--- config.mk ---
export PLATFORM = sky130hd
export DESIGN_NAME = mkh_recip
export DESIGN_NICKNAME = d
export VERILOG_FILES = /design/src/design/mkh_pkg.sv /design/src/design/mkh_recip.sv
export SDC_FILE = /design/constraint.sdc
export NUM_CORES = 1
export LEC_CHECK = 0
export ABC_AREA = 1
export BUFFER_PORTS_ARGS = -buffer_cell sky130_fd_sc_hd__buf_2
export CAP_MARGIN = 20
export CORE_ASPECT_RATIO = 1.1
export CORE_MARGIN = 2
export CORE_UTILIZATION = 43
export DETAILED_ROUTE_END_ITERATION = 10
export GPL_TIMING_DRIVEN = 0
export PLACE_DENSITY = 0.72
export SLEW_MARGIN = 0
export SYNTH_ARGS = -nofsm -noshare
export SYNTH_HDL_FRONTEND = slang
export SYNTH_SLANG_ARGS = --single-unit
--- constraint.sdc ---
create_clock -name clk -period 3.5 [get_ports clk]
set_input_delay 0 -clock clk [delete_from_list [all_inputs] [get_ports clk]]
set_output_delay 0 -clock clk [all_outputs]
set_load 0.02 [all_outputs]
--- src/design/mkh_pkg.sv ---
// ----------------------------------------------------------------------------
// mkh_pkg
// Shared types, codes and constants of the k-mins MinHash signature block.
// ----------------------------------------------------------------------------
`timescale 1ns / 1ps

package mkh_pkg;

  // Slot count and derived widths
  localparam int MAX_HASHES = 64;
  localparam int CNT_W      = $clog2(MAX_HASHES + 1);

  // Field widths
  localparam int SLOT_W  = 6;
  localparam int COEF_W  = 30;
  localparam int TOKEN_W = 16;
  localparam int HASH_W  = 31;
  localparam int RANGE_W = 30;
  localparam int HC_W    = 7;

  // Config port
  localparam int CFG_IDX_W  = 4;
  localparam int CFG_DATA_W = 32;
  localparam logic [CFG_IDX_W-1:0] CFG_HASH_COUNT  = CFG_IDX_W'(0);
  localparam logic [CFG_IDX_W-1:0] CFG_RANGE_LIMIT = CFG_IDX_W'(1);

  localparam logic [HC_W-1:0]    HASH_COUNT_RST  = HC_W'(64);
  localparam logic [RANGE_W-1:0] RANGE_LIMIT_RST = RANGE_W'(998244352);

  // Item commands
  localparam logic CMD_LOAD  = 1'b0;
  localparam logic CMD_TOKEN = 1'b1;

  // Arithmetic constants
  localparam logic [COEF_W-1:0] PRIME_MOD  = COEF_W'(998244353);
  localparam logic [HASH_W-1:0] EMPTY_HASH = {HASH_W{1'b1}};
  // floor(2^49 / p), used to estimate the quotient of a 46-bit value by p
  localparam int RECIP_P_SHIFT = 20;
  localparam int RECIP_P_W     = 20;
  localparam logic [RECIP_P_W-1:0] RECIP_P =
    RECIP_P_W'((64'd1 << (29 + RECIP_P_SHIFT)) / 64'(PRIME_MOD));
  // floor(2^60 / m) for the second reduction
  localparam int RECIP_SHIFT = 60;
  localparam int RECIP_W     = RECIP_SHIFT + 1;
  localparam int RECIP_LO_W  = 31;

  // Pipeline depth of one cell (register stages before the update)
  localparam int CELL_STAGES = 11;
  localparam int WAIT_CYCLES = MAX_HASHES + CELL_STAGES + 1;
  localparam int WAIT_W      = $clog2(WAIT_CYCLES + 1);

  typedef struct packed {
    logic               cmd;
    logic [SLOT_W-1:0]  slot_index;
    logic [COEF_W-1:0]  coef_mul;
    logic [COEF_W-1:0]  coef_add;
    logic [TOKEN_W-1:0] token;
    logic               last_token;
  } in_item_t;

  typedef struct packed {
    logic [SLOT_W-1:0]  out_slot;
    logic [TOKEN_W-1:0] signature_token;
    logic [HASH_W-1:0]  min_hash;
    logic               last_of_run;
  } out_item_t;

  // Running minimum of one slot
  typedef struct packed {
    logic [HASH_W-1:0]  min_hash;
    logic [TOKEN_W-1:0] token;
  } sig_t;

  localparam sig_t EMPTY_SIG = '{min_hash: EMPTY_HASH, token: '0};

  // Readout control broadcast to all cells
  typedef struct packed {
    logic shift;
    logic clear;
  } cell_ctl_t;

  typedef enum logic [1:0] {
    ST_RUN,
    ST_WAIT,
    ST_READ
  } state_t;

endpackage

--- src/design/mkh_recip.sv ---
// ----------------------------------------------------------------------------
// mkh_recip
// Bit-serial reciprocal unit: computes floor(2^60 / m), one quotient bit per
// cycle, restarted on reset and on every write of m.
// ----------------------------------------------------------------------------
`timescale 1ns / 1ps

module mkh_recip (
  input  logic                               clk,
  input  logic                               rst_n,
  input  logic                               start,
  input  logic [mkh_pkg::RANGE_W-1:0]        divisor,
  output logic                               busy,
  output logic [mkh_pkg::RECIP_W-1:0]        recip
);

  localparam int CNT_W = $clog2(mkh_pkg::RECIP_W);

  logic                          busy_r;
  logic [CNT_W-1:0]              cnt_r;
  logic [mkh_pkg::RANGE_W-1:0]   rem_r, rem_nxt;
  logic [mkh_pkg::RECIP_W-1:0]   quo_r, quo_nxt;
  logic [mkh_pkg::RANGE_W:0]     rem_sh;
  logic                          num_bit;
  logic                          q_bit;

  // numerator is a single one at the top bit
  assign num_bit = (cnt_r == CNT_W'(mkh_pkg::RECIP_SHIFT));
  assign rem_sh  = {rem_r, num_bit};
  assign q_bit   = (rem_sh >= {1'b0, divisor});

  always_comb begin
    quo_nxt = {quo_r[mkh_pkg::RECIP_W-2:0], q_bit};
    if (q_bit) begin
      rem_nxt = mkh_pkg::RANGE_W'(rem_sh - {1'b0, divisor});
    end else begin
      rem_nxt = rem_sh[mkh_pkg::RANGE_W-1:0];
    end
  end

  always_ff @(posedge clk) begin
    if (!rst_n || start) begin
      busy_r <= 1'b1;
      cnt_r  <= CNT_W'(mkh_pkg::RECIP_SHIFT);
      rem_r  <= '0;
    end else if (busy_r) begin
      rem_r <= rem_nxt;
      cnt_r <= cnt_r - CNT_W'(1);
      if (cnt_r == '0) begin
        busy_r <= 1'b0;
      end
    end
  end

  always_ff @(posedge clk) begin
    if (busy_r && !start) begin
      quo_r <= quo_nxt;
    end
  end

  assign busy  = busy_r;
  assign recip = quo_r;

endmodule

# After elaboration in Yosys (flattened, before gate mapping)
# Index checks and enable logic that the tools add are counted.
# Widths: inputs -> output; s select.
[totals]
elab_cells = 16
ramBits = 0
rom_bits = 0
inputBits = 33
memories = 0
output_inout_bits = 62
latchBits = 0
register_bits = 98
[classes]
bitwise = 0
shift = 0
n_reduce_logical = 5
n_eq_ne = 1
multipliers = 0
add_sub_neg = 2
n_div = 0
muxes = 3
magnitude_cmp = 1
[ops]
columns = ["op", "n"]
rows = [
  ["$ge 31x30->1", 1],
  ["$mux 30", 1],
  ["$sub 30x30->30", 1],
  ["$eq 6x6->1 const B", 1],
  ["$logic_not 6->1", 1],
  ["$sub 6x1->6 const B", 1],
  ["$logic_not 1->1", 2],
  ["$mux 1", 2],
  ["$logic_and 1x1->1", 1],
  ["$logic_or 1x1->1", 1],
]

# Depth between registers and ports, before layout
# Gate-level depths: netlist (run 1).
[logic_depth]
word_depth = 3
ltp_mapped = 19
mapped_depth_nobuf = 18

# Least setup slack after synthesis (run 1)
# OpenSTA, ideal clock, no wires.
[synth_path]
kind = "register to register"
from = "register busy_r (netlist: busy)"
to = "register quo_r (netlist bit recip[0]), enable pin"
stages_incl_launch_ff = 5
setup_ns = 0.480
path_buffers = 2
synth_period_minus_slack_ns = 4.012
required_ns = 3.020
slack_ns = -0.512
arrival_ns = 3.532
cell_sequence = "dfxtp_1 inv_1 clkbuf_1 buf_1 nor2_1"
[synth_via]
elab_chain_cells = 1
[synth_lines]
columns = ["item", "line", "text"]
rows = [
  ["from (decl)", "mkh_recip.sv:19", "logic busy_r;"],
  ["from (signal assigned)", "mkh_recip.sv:43", "busy_r <= 1'b1;"],
  ["from (signal assigned)", "mkh_recip.sv:50", "busy_r <= 1'b0;"],
  ["$logic_and 1x1->1", "mkh_recip.sv:56", "if (busy_r && !start) begin"],
  ["to (signal assigned)", "mkh_recip.sv:57", "quo_r <= quo_nxt;"],
  ["to (decl)", "mkh_recip.sv:22", "logic [mkh_pkg::RECIP_W-1:0] quo_r, quo_nxt;"],
]
# No other way between the ends.
# A chain may end at the register's enable or synchronous reset.

# Worst setup path after layout (run 1)
[layout_path]
from = "register cnt_r[0]"
to = "register rem_r[26] (netlist name)"
[layout_via]
elab_chain_cells = 3
word_cells_on_any_way = 4
classes_between = "add/sub: 1; order compare: 1; eq/ne: 1; mux: 1"
[layout_lines]
columns = ["item", "line", "text"]
rows = [
  ["from (decl)", "mkh_recip.sv:20", "logic [CNT_W-1:0] cnt_r;"],
  ["from (signal assigned)", "mkh_recip.sv:44", "cnt_r <= CNT_W'(mkh_pkg::RECIP_SHIFT);"],
  ["from (signal assigned)", "mkh_recip.sv:48", "cnt_r <= cnt_r - CNT_W'(1);"],
  ["$eq 6x6->1 *", "mkh_recip.sv:28", "assign num_bit = (cnt_r == CNT_W'(mkh_pkg::RECIP_SHIFT));"],
  ["$sub 30x30->30 / $ge 31x30->1 (equally long branches)", "mkh_recip.sv:35, mkh_recip.sv:30", ""],
  ["$mux 30 *", "mkh_recip.sv:34", "if (q_bit) begin"],
  ["to (signal assigned)", "mkh_recip.sv:47", "rem_r <= rem_nxt;"],
  ["to (decl)", "mkh_recip.sv:21", "logic [mkh_pkg::RANGE_W-1:0] rem_r, rem_nxt;"],
]
# Mark *: on every way between the ends. The rest lies on a longest branch, timed or not.

==> results of run 1 <==
-- per-layer routing --
layer	part of all wire, %	GRT usage, %	wire (um)
met1	47	26.7	6650
met2	45	32.8	6460
met3	5.3	3.84	746
met4	2.4	6.51	337
met5	0	0	0
-- cells by family (layout without fill, tap and decap cells) --
logic type / Yosys count / in the layout
xor gates and xnor gates: 13 / 13
AOI/OAI and AO/OA: 72 / 72
DFF: 98 / 98
adders and majority gates: 33 / 33
buffers and inverters: 155 / 269
and+or+nand+nor: 439 / 439
-- worst reg2reg max path, stage by stage, from the launching register on --
cell     delay (ns)
dfxtp_1        0.34
inv_1          0.07
ha_1           0.22
nand3_1        0.15
ha_1           0.17
inv_1          0.05
fa_1           0.38
nand2_1        0.10
nand3_1        0.11
nand3_1        0.09
nand2_1        0.16
nand2_1        0.10
nand2_1        0.13
nand2_1        0.16
nand2_1        0.08
nand2_1        0.06
nand3_1        0.06
nand2_1        0.07
a21oi_1        0.05
-- stage by stage --
stage	utilization, %	total power [W]
after global placement	49.7	0.00158
after floorplan	-	0.00149
final	52.8	0.00273
after global routing	52.8	0.00284
after CTS	52.8	0.00276
after detailed placement	49.9	0.00158
-- power groups by stage --
stage	sequential, W	clock, W	combinational [W]
detailed placement	0.00132	0	0.000261
global placement	0.00132	0	0.000256
global route	0.00130	0.00125	0.000295
CTS	0.00130	0.00119	0.000265
floorplan	0.00137	0	0.000124
finish	0.00130	0.00117	0.000264
-- final cells by class --
cell class	instances	area, um^2
multi-input combinational	557	2740
timing repair buffer	98	520
clock buffer	9	225
inverter	139	522
buffer	16	92.6
fill	1361	6290
clock inverter	7	130
sequential	98	2570
tap	184	230
-- flip-flops by register name (all words and copies together), names as in the netlist --
signal,flops
recip,61
cnt_r,6
busy,1
rem_r,30
-- worst min-delay path by stage --
| stage | start | to | depth (start not counted) | slack (ns) |
|---|---|---|---|---|
| after floorplan | start | busy | 2 | 0.14 |
| after global placement | start | busy | 3 | 0.31 |
| after detailed placement | rst_n | busy | 4 | 0.32 |
| after CTS | divisor[0] | rem_r[0] | 5 | 0.16 |
| after global routing | divisor[0] | rem_r[0] | 5 | 0.19 |
| final | divisor[0] | rem_r[0] | 5 | 0.17 |
-- cells in the final DEF (no fill, tap or decap), types with 2 or more instances in the layout --
master | synthesis | layout
nand3b_1 | 6 | 6
dfxtp_1 | 37 | 37
buf_6 | 2 | 2
and2_1 | 4 | 4
xor2_1 | 2 | 2
clkbuf_16 | 0 | 9
a21oi_2 | 2 | 2
ha_1 | 32 | 32
nand4_1 | 10 | 10
edfxtp_1 | 61 | 61
xnor2_1 | 11 | 11
bufinv_16 | 0 | 3
nor3_1 | 7 | 7
dlygate4sd3_1 | 0 | 3
nor2_1 | 84 | 83
a21oi_1 | 56 | 56
clkbuf_1 | 9 | 9
nand3_1 | 57 | 57
o21a_1 | 2 | 2
inv_1 | 139 | 139
buf_2 | 2 | 96
inv_8 | 0 | 2
nor2_2 | 6 | 6
nand2_1 | 259 | 259
o21ai_0 | 8 | 8
o21bai_1 | 2 | 2
nand2_2 | 3 | 3
==> results.toml, run 1 <==
[power]
seq_power_share_pct = 47.5
p_clk_share_pct = 42.9
switching_share_pct = 23.9
combPwrFrac_pct = 9.7
power_density_nw_per_um2 = 388
power_leakage_nw = 3.44
ir_drop_uv = 319
p_switching_w = 0.000654
p_int_w = 0.00208

[timing]
tightest_slew_ns = 0.796
setup_slack_ns = 0.831
hold_viol_final = 0
rsz0062_at_grt = "false"
fmaxAchievable_mhz = 375
setup_viol = 0
slew-limit-headroom_pct = 46.8
finalClockSkew_ns = 0.0114
period_share_pct = 76.3
hold_slack_ns = 0.173
finalSetupTns_ns = 0
drv_slew = 0
post-route-min-period_ns = 2.67

[cells_and_area]
stdcell_count = 1108
final_cell_area_um2 = 7040
num_antenna_cells = 0
nets = 985
drive_gt1_share_pct = 14.2
synthToLayoutAreaGrowth_pct = 18.8

[yosys]
synth.cells.most_frequent = "nand2_1 (259), inv_1 (139), nor2_1 (84)"
syn_nets = 876
synth_xor_area_share_pct = 1.92
yosysWarnings = 0
synth_compound_area_share_pct = 6.40
synth_seq_area_share_pct = 43.4
synth_area_leaders = "edfxtp_1 (31%), nand2_1 (16%), dfxtp_1 (13%)"
synth.area.mux_share_pct = 0
synth_top_area_share_pct = 30.9
yosysMostFrequentCell = "nand2_1"
synth-simple-area-share_pct = 30.8
synth_async_sr_flop_share_pct = 0
syn_avg_cell_area_um2 = 7.31
synth-seq-cells = 98
synth_cell_types = 32
synth_ff_type = "edfxtp_1"
yosysTopAreaCell = "edfxtp_1"
synth_top_family_by_area = "simple AND/OR/NAND/NOR gates"
postSynthCellCount = 810
synth_edf_count = 61
synth_adder_area_share_pct = 7.10
syn_area_um2 = 5920

[critical_path]
r2r_cells = 18
cp-start-kind = "register"
crit_family = "simple AND/OR/NAND/NOR gates"
worstSetupStartpoint = "cnt_r[0]"
path_buf_inv = 2
crit_end = "rem_r[26]"
required_ns = 3.72
cp_common_cell = "nand2_1"
r2r-start = "cnt_r[0]"
critical_path_class = "reg2reg"
rrSetupSlack_ns = 0.83
cp_slowest_stage_delay_ns = 0.38
endpoint_kind = "register"
crit_fanout = 4
path_depth = 18
crit_path_top_delay_cell = "fa_1"
path_cells = "inv_1 -> ha_1 -> nand3_1 -> ha_1 -> inv_1 -> fa_1 -> nand2_1 -> nand3_1 -> nand3_1 -> nand2_1 -> nand2_1 -> nand2_1 -> nand2_1 -> nand2_1 -> nand2_1 -> nand3_1 -> nand2_1 -> a21oi_1"
arrival_ns = 2.89
reg2reg_to = "rem_r[26]"

[clocking]
ctsHoldBuffers = 3
post_cts_buffers = 0
clkSinkCount = 98
path_clk_slew_ns = 0.07
numCtsBuffers = 9
cts_root_buffer = "clkbuf_16"
cts_resized = 0
clock_path_buffers = 2
h-tree-depth = 3
clock_latency_ns = 0.35
tritoncts = "done"

[global_routing]
grt_max_degree = 35
grt_pass1_wl_um = 23600
antenna_found_initial = 0
grt_pass1_vias = 4969
grt_util_all_layers_pct = 20.0
grt-ovfl-total = 0

[route]
drt-initial-drc-count = 318
viasPerCell = 4.77
drc = 0
ant_nets = 0
vias = 5289
wl_per_cell_um = 12.8
firstDrtPassIters = 5
routed_wl_um = 14200

[floorplanning]
die_area_um2 = 14700
start_util_pct = 44.5
io_pins = 95
die_h_um = 127
die_w_um = 116
fp.coreArea_um2 = 13300
row_count = 44

[placed_design]
placedInstanceArea_um2 = 6650
port_buffers = 94
pre_cts_ws_ns = 0.860
gp_congestion = 0.954
place_hpwl_um = 11200
place_inst = 1089

[status]
outcome = "completed"

[run]
cap_violations = 0

[hold_path]
hold_path.class = "in2reg"
No activity file was read; power rests on OpenSTA's default activity.
==> run 2: changes to the inputs <==
--- a/config.mk
+++ b/config.mk
@@ -13,7 +13,7 @@
 export CORE_UTILIZATION = 43
 export DETAILED_ROUTE_END_ITERATION = 10
 export GPL_TIMING_DRIVEN = 0
-export PLACE_DENSITY = 0.72
+export PLACE_DENSITY = 0.69
 export SLEW_MARGIN = 0
 export SYNTH_ARGS = -nofsm -noshare
 export SYNTH_HDL_FRONTEND = slang
==> constraint.sdc (replaced) <==
create_clock -name clk -period 2.48 [get_ports clk]
set_input_delay 0 -clock clk [delete_from_list [all_inputs] [get_ports clk]]
set_output_delay 0 -clock clk [all_outputs]
set_load 0.02 [all_outputs]
==> run 2 against run 1 <==
- first-iteration DRC count increased by 10%
- sequential cell count unchanged
- clock skew decreased by 0.0025 ns
- fmax increased by 16%
- sequential share of layout area decreased by 0.99 points
- utilization increased by 1.5 points
- clock power increased by 32%
- die area unchanged
- global-route usage about the same
- critical path type unchanged
- setup slack got worse by 0.65 ns
==> results.toml, run 2 (synthesized netlist as in run 1, its figures left out) <==
[cells_and_area]
synthToLayoutAreaGrowth_pct = 22.2
largest_reg_flops = 61
mostFrequentLayoutCell = "nand2_1"
drive_gt1_share_pct = 17.4
num_antenna_cells = 0
num-fill-cells = 1349
nets = 994
final_cell_mix = "nand2_1 (248), inv_1 (139), buf_2 (94)"

[route]
routed_wl_um = 14700
ant_nets = 0
firstDrtPassIters = 4
drc = 0
drt-initial-drc-count = 350
viasPerCell = 4.79
vias = 5346
wl_per_cell_um = 13.2

[critical_path]
cp_slowest_stage_delay_ns = 0.33
arrival_ns = 2.51
path_cells = "inv_1 -> nor3_2 -> nand3_2 -> ha_2 -> inv_1 -> nand3_1 -> nand2_2 -> nand2_1 -> nand2_2 -> nand2_1 -> nand2_2 -> nand2_2 -> nand3_4 -> buf_12 -> buf_8 -> nand3_1 -> nand2_1 -> a21oi_1"
path_buf_inv = 4
crit_family = "simple AND/OR/NAND/NOR gates"
required_ns = 2.70
r2r_cells = 18
crit_fanout = 10
endpoint_kind = "register"
path_depth = 18
cp-start-kind = "register"
critical_path_class = "reg2reg"
cp_common_cell = "nand2_2"
rrSetupSlack_ns = 0.18
crit_path_top_delay_cell = "dfxtp_2"

[floorplanning]
die_area_um2 = 14700
die_w_um = 116
fp.coreArea_um2 = 13300
die_h_um = 127
start_util_pct = 44.5
io_pins = 95
row_count = 44

[global_routing]
grt_util_all_layers_pct = 20.0
grtUsageMet3_pct = 4.41
grtUsageMet2_pct = 32.4
use_met1_pct = 26.9
grt-busiest-layer = "met2"
grt_pass1_vias = 4953
grt_pass1_wl_um = 23300
grt-ovfl-total = 0
grt_max_degree = 39
antenna_found_initial = 0

[timing]
tightest_slew_ns = 0.711
period_share_pct = 92.6
finalClockSkew_ns = 0.00887
drv_slew = 0
post-route-min-period_ns = 2.30
setup_viol = 0
fmaxAchievable_mhz = 435
slew-limit-headroom_pct = 52.6
rsz0062_at_grt = "true"
hold_slack_ns = 0.166
hold_viol_final = 0

[status]
outcome = "completed"

[clocking]
clock_latency_ns = 0.35
tritoncts = "done"
h-tree-depth = 3
clock_path_buffers = 2
cts_root_buffer = "clkbuf_16"
path_clk_slew_ns = 0.07
clkSinkCount = 98
numCtsBuffers = 9

[power]
ir_drop_uv = 430
power_leakage_nw = 3.50
finalPower_w = 0.00377
power_density_nw_per_um2 = 521

[run]
cap_violations = 0

[hold_path]
hold_path.class = "in2reg"
min_path_cells = 5

[placed_design]
port_buffers = 94
place_hpwl_um = 11200
gp_congestion = 0.926
[run 2: cell count changes in the layout (fill, tap and decap cells not counted), moves of 3 or more]
cell	previous run	this run
nand2_1	259	248
nand2_2	3	14
buf_4	1	6
nand3_1	57	53
nand3_2	1	4
[run 2: per-layer routing]
metal | share of wire, % | vias to the layer above
met3 | 5.3 | 16
met2 | 45 | 133
li1 | - | 2803
met1 | 48 | 2394
met5 | 0 | -
met4 | 1.5 | 0
[run 2: what timing repair did]
action / 4_1_cts / 5_1_grt
pin swaps: 0 / 6
gates cloned: 0 / 3
hold buffers: 3 / 0
endpoints found under the hold margin: 3 / 0
resized for setup: 8 / 25
buffers inserted: 0 / 6
setup endpoints to repair: 22 / 68
[run 2: cell type report]
cell class                 instances  area [um^2]  area share, %
multi-input combinational        558         2840           39.2
clock buffer                       9          225           3.11
sequential                        98         2570           35.6
tap                              184          230           3.18
inverter                         139          522           7.21
clock inverter                     7          108           1.49
timing repair buffer             106          616           8.51
buffer                            16          126           1.75
[run 2: through the flow]
| stage | util [%] | worst slack [ns] | instance area [um^2] | setup TNS (ns) | cells |
|---|---|---|---|---|---|
| floorplan | - | 0.160 | 5930 | 0 | 810 |
| global placement | 49.8 | -0.271 | 6630 | -16.50 | 1088 |
| detailed placement | 49.9 | -0.123 | 6650 | -0.483 | 1089 |
| CTS | 52.8 | 0.00780 | 7040 | 0 | 1108 |
| global route | 54.3 | -0.0287 | 7240 | -0.0752 | 1117 |
| finish | 54.3 | 0.183 | 7240 | 0 | 1117 |
[run 2: worst paths after layout]
kind                   start         to
hold reg to reg    recip[55]  recip[56]
setup / recovery    cnt_r[2]  rem_r[22]
hold / removal    divisor[0]   rem_r[0]
setup reg to reg    cnt_r[2]  rem_r[22]
[run 2: worst register-to-register path, stage by stage (launching register included)]
cell and delay (ns):
dfxtp_2 0.33, inv_1 0.07, nor3_2 0.21, nand3_2 0.12, ha_2 0.18, inv_1 0.05, nand3_1 0.07, nand2_2 0.11
nand2_1 0.07, nand2_2 0.09, nand2_1 0.07, nand2_2 0.08, nand2_2 0.06, nand3_4 0.10, buf_12 0.15, buf_8 0.15
nand3_1 0.10, nand2_1 0.09, a21oi_1 0.06
[run 2: where the power goes]
part / switching [W] / internal [W] / leakage (nW)
Combinational: 0.000253 / 0.000137 / 2.44
Sequential: 0.0000303 / 0.00180 / 0.897
Clock: 0.000648 / 0.000903 / 0.160
Total: 0.000931 / 0.00284 / 3.50
==> run 3: changes to the inputs <==
--- a/config.mk
+++ b/config.mk
@@ -9,8 +9,9 @@
 export BUFFER_PORTS_ARGS = -buffer_cell sky130_fd_sc_hd__buf_2
 export CAP_MARGIN = 20
 export CORE_ASPECT_RATIO = 1.1
-export CORE_MARGIN = 2
+export CORE_MARGIN = 5
 export CORE_UTILIZATION = 43
+export CTS_BUF_LIST = sky130_fd_sc_hd__clkbuf_2
 export DETAILED_ROUTE_END_ITERATION = 10
 export GPL_TIMING_DRIVEN = 0
 export PLACE_DENSITY = 0.69
==> run 3 against run 2 <==
- utilization is 1.5 points lower
- global-route usage is 1.8 points lower
- first-iteration DRC count is 7.1% lower
- register-to-register slack worse by 0.04 ns
- via count is 1.5% higher
- sequential cell count stayed put
- sequential share of layout area is 0.16 points higher
- hold slack worse by 0.083 ns
- final area is 0.21% lower
- critical path depth is 1 lower
- largest power group unchanged
==> results.toml, run 3 (synthesized netlist as in run 1, its figures left out) <==
[cells_and_area]
final_cell_mix = "nand2_1 (248), inv_1 (136), buf_2 (94)"
largest_reg_flops = 61
drive_gt1_share_pct = 17.9
final_cell_area_um2 = 7220
nets = 1014
mostFrequentLayoutCell = "nand2_1"
synthToLayoutAreaGrowth_pct = 21.9
num_antenna_cells = 0
stdcell_count = 1141

[route]
ant_nets = 0
viasPerCell = 4.76
routed_wl_um = 15100
drt-initial-drc-count = 325
drc = 0
vias = 5426
firstDrtPassIters = 5
wl_per_cell_um = 13.2

[power]
seq_power_share_pct = 60.2
p_switching_w = 0.000914
p_clk_share_pct = 26.1
power_leakage_nw = 3.50
p_int_w = 0.00213
ir_drop_uv = 246
switching_share_pct = 30.1
power_density_nw_per_um2 = 421
combPwrFrac_pct = 13.7
finalPower_w = 0.00304

[global_routing]
grt_util_all_layers_pct = 18.3
grt-busiest-layer = "met2"
grt_pass1_wl_um = 24000
grtUsageMet3_pct = 3.23
grt_pass1_vias = 5145
antenna_found_initial = 0
grt-ovfl-total = 0
use_met1_pct = 24.2
grtUsageMet2_pct = 29.8
grt_max_degree = 33

[critical_path]
cp_slowest_stage_delay_ns = 0.39
cp_common_cell = "nand3_1"
arrival_ns = 2.85
path_cells = "inv_1 -> ha_4 -> nand3_2 -> ha_1 -> inv_1 -> fa_2 -> nand2_2 -> nand3_2 -> nand3_1 -> nand2_2 -> buf_4 -> nand3_1 -> nand3_1 -> nand2_1 -> nand3_1 -> nand2_1 -> a21oi_1"
crit_path_top_delay_cell = "dfxtp_1"
cp-start-kind = "register"
critical_path_class = "reg2reg"
endpoint_kind = "register"
crit_fanout = 3
required_ns = 2.99

[placed_design]
gp_congestion = 0.973
place_inst = 1093
place_hpwl_um = 11400
placedInstanceArea_um2 = 6660
port_buffers = 94

[clocking]
numCtsBuffers = 9
clkSinkCount = 98
tritoncts = "done"
path_clk_slew_ns = 0.28
clock_latency_ns = 0.62
clock_path_buffers = 2
h-tree-depth = 3
cts_root_buffer = "clkbuf_2"

[timing]
tightest_slew_ns = 0.699
slew-limit-headroom_pct = 53.3
drv_slew = 0
rsz0062_at_grt = "true"
finalClockSkew_ns = 0.0493
period_share_pct = 94.2
hold_viol_final = 0
setup_viol = 0
post-route-min-period_ns = 2.34
fmaxAchievable_mhz = 428

[floorplanning]
fp.coreArea_um2 = 13700
die_h_um = 133
start_util_pct = 43.3
io_pins = 95
row_count = 45
die_w_um = 122
die_area_um2 = 16200

[hold_path]
hold_path.class = "in2reg"

[status]
outcome = "completed"

[run]
cap_violations = 0
==> run 3: changes by cell type in the layout (fill, tap and decap cells not counted), moves of 3 or more <==
cell,delta
buf_4,+4
clkbuf_16,-9
clkbuf_2,+9
dfxtp_1,-3
dlygate4sd3_1,+18
inv_1,-3
==> run 3: power by group through the flow <==
| stage | clock network [W] | logic, W | registers (W) |
|---|---|---|---|
| 2_1_floorplan | 0 | 0.000176 | 0.00193 |
| 3_3_place_gp | 0 | 0.000363 | 0.00186 |
| 3_5_place_dp | 0 | 0.000370 | 0.00187 |
| 4_1_cts | 0.000827 | 0.000398 | 0.00183 |
| 5_1_grt | 0.000914 | 0.000459 | 0.00184 |
| 6_report | 0.000793 | 0.000416 | 0.00183 |
==> run 3: worst paths after layout <==
check | startpoint | end | slack [ns] | depth (start not counted)
worst min register to register | recip[25] | recip[26] | 0.44 | 0
worst min-delay path | divisor[25] | rem_r[25] | 0.08 | 8
worst max-delay path | cnt_r[1] | rem_r[22] | 0.14 | 17
worst max register to register | cnt_r[1] | rem_r[22] | 0.14 | 17
==> run 3: worst max-delay path, delay by kind of cell (launching register included) <==
kind	cells	cell delay (ns)
simple gates	10	0.88
fa+ha+maj	3	0.67
flops	1	0.39
buf+inv	3	0.28
compound gates	1	0.06
==> run 3: layout make-up <==
class                           instances  area [um^2]
Inverter                              139          524
Sequential cell                        98         2580
Multi-Input combinational cell        558         2850
Tap cell                              188          235
Clock inverter                          7         73.8
Timing Repair Buffer                  126          811
Buffer                                 16          105
Fill cell                            1357         6460
Clock buffer                            9         45.0
==> run 3: through the flow <==
stage / util, % / setup slack, ns / TNS (ns) / hold WS [ns]
2_1_floorplan: - / 0.160 / 0 / 0.140
3_3_place_gp: 48.5 / -0.277 / -16.87 / 0.319
3_5_place_dp: 48.7 / -0.120 / -0.698 / 0.326
4_1_cts: 51.2 / 0.00362 / 0 / 0.0147
5_1_grt: 52.8 / -0.0323 / -0.0824 / 0.0649
6_report: 52.8 / 0.144 / 0 / 0.0829
==> run 3: layer usage <==
layer	routed length [um]	vias to the layer above	part of all wire, %
met1	6880	2409	46
li1	-	2838	-
met3	864	29	5.7
met4	389	0	2.6
met5	0	-	0
met2	6950	150	46
==> run 3: repair_timing <==
item / CTS / global route
pin swaps: 0 / 9
endpoints found under the hold margin: 56 / 0
setup endpoints to repair: 21 / 63
setup buffers: 0 / 8
resized for setup: 11 / 29
hold buffers: 21 / 0
gates cloned: 0 / 3
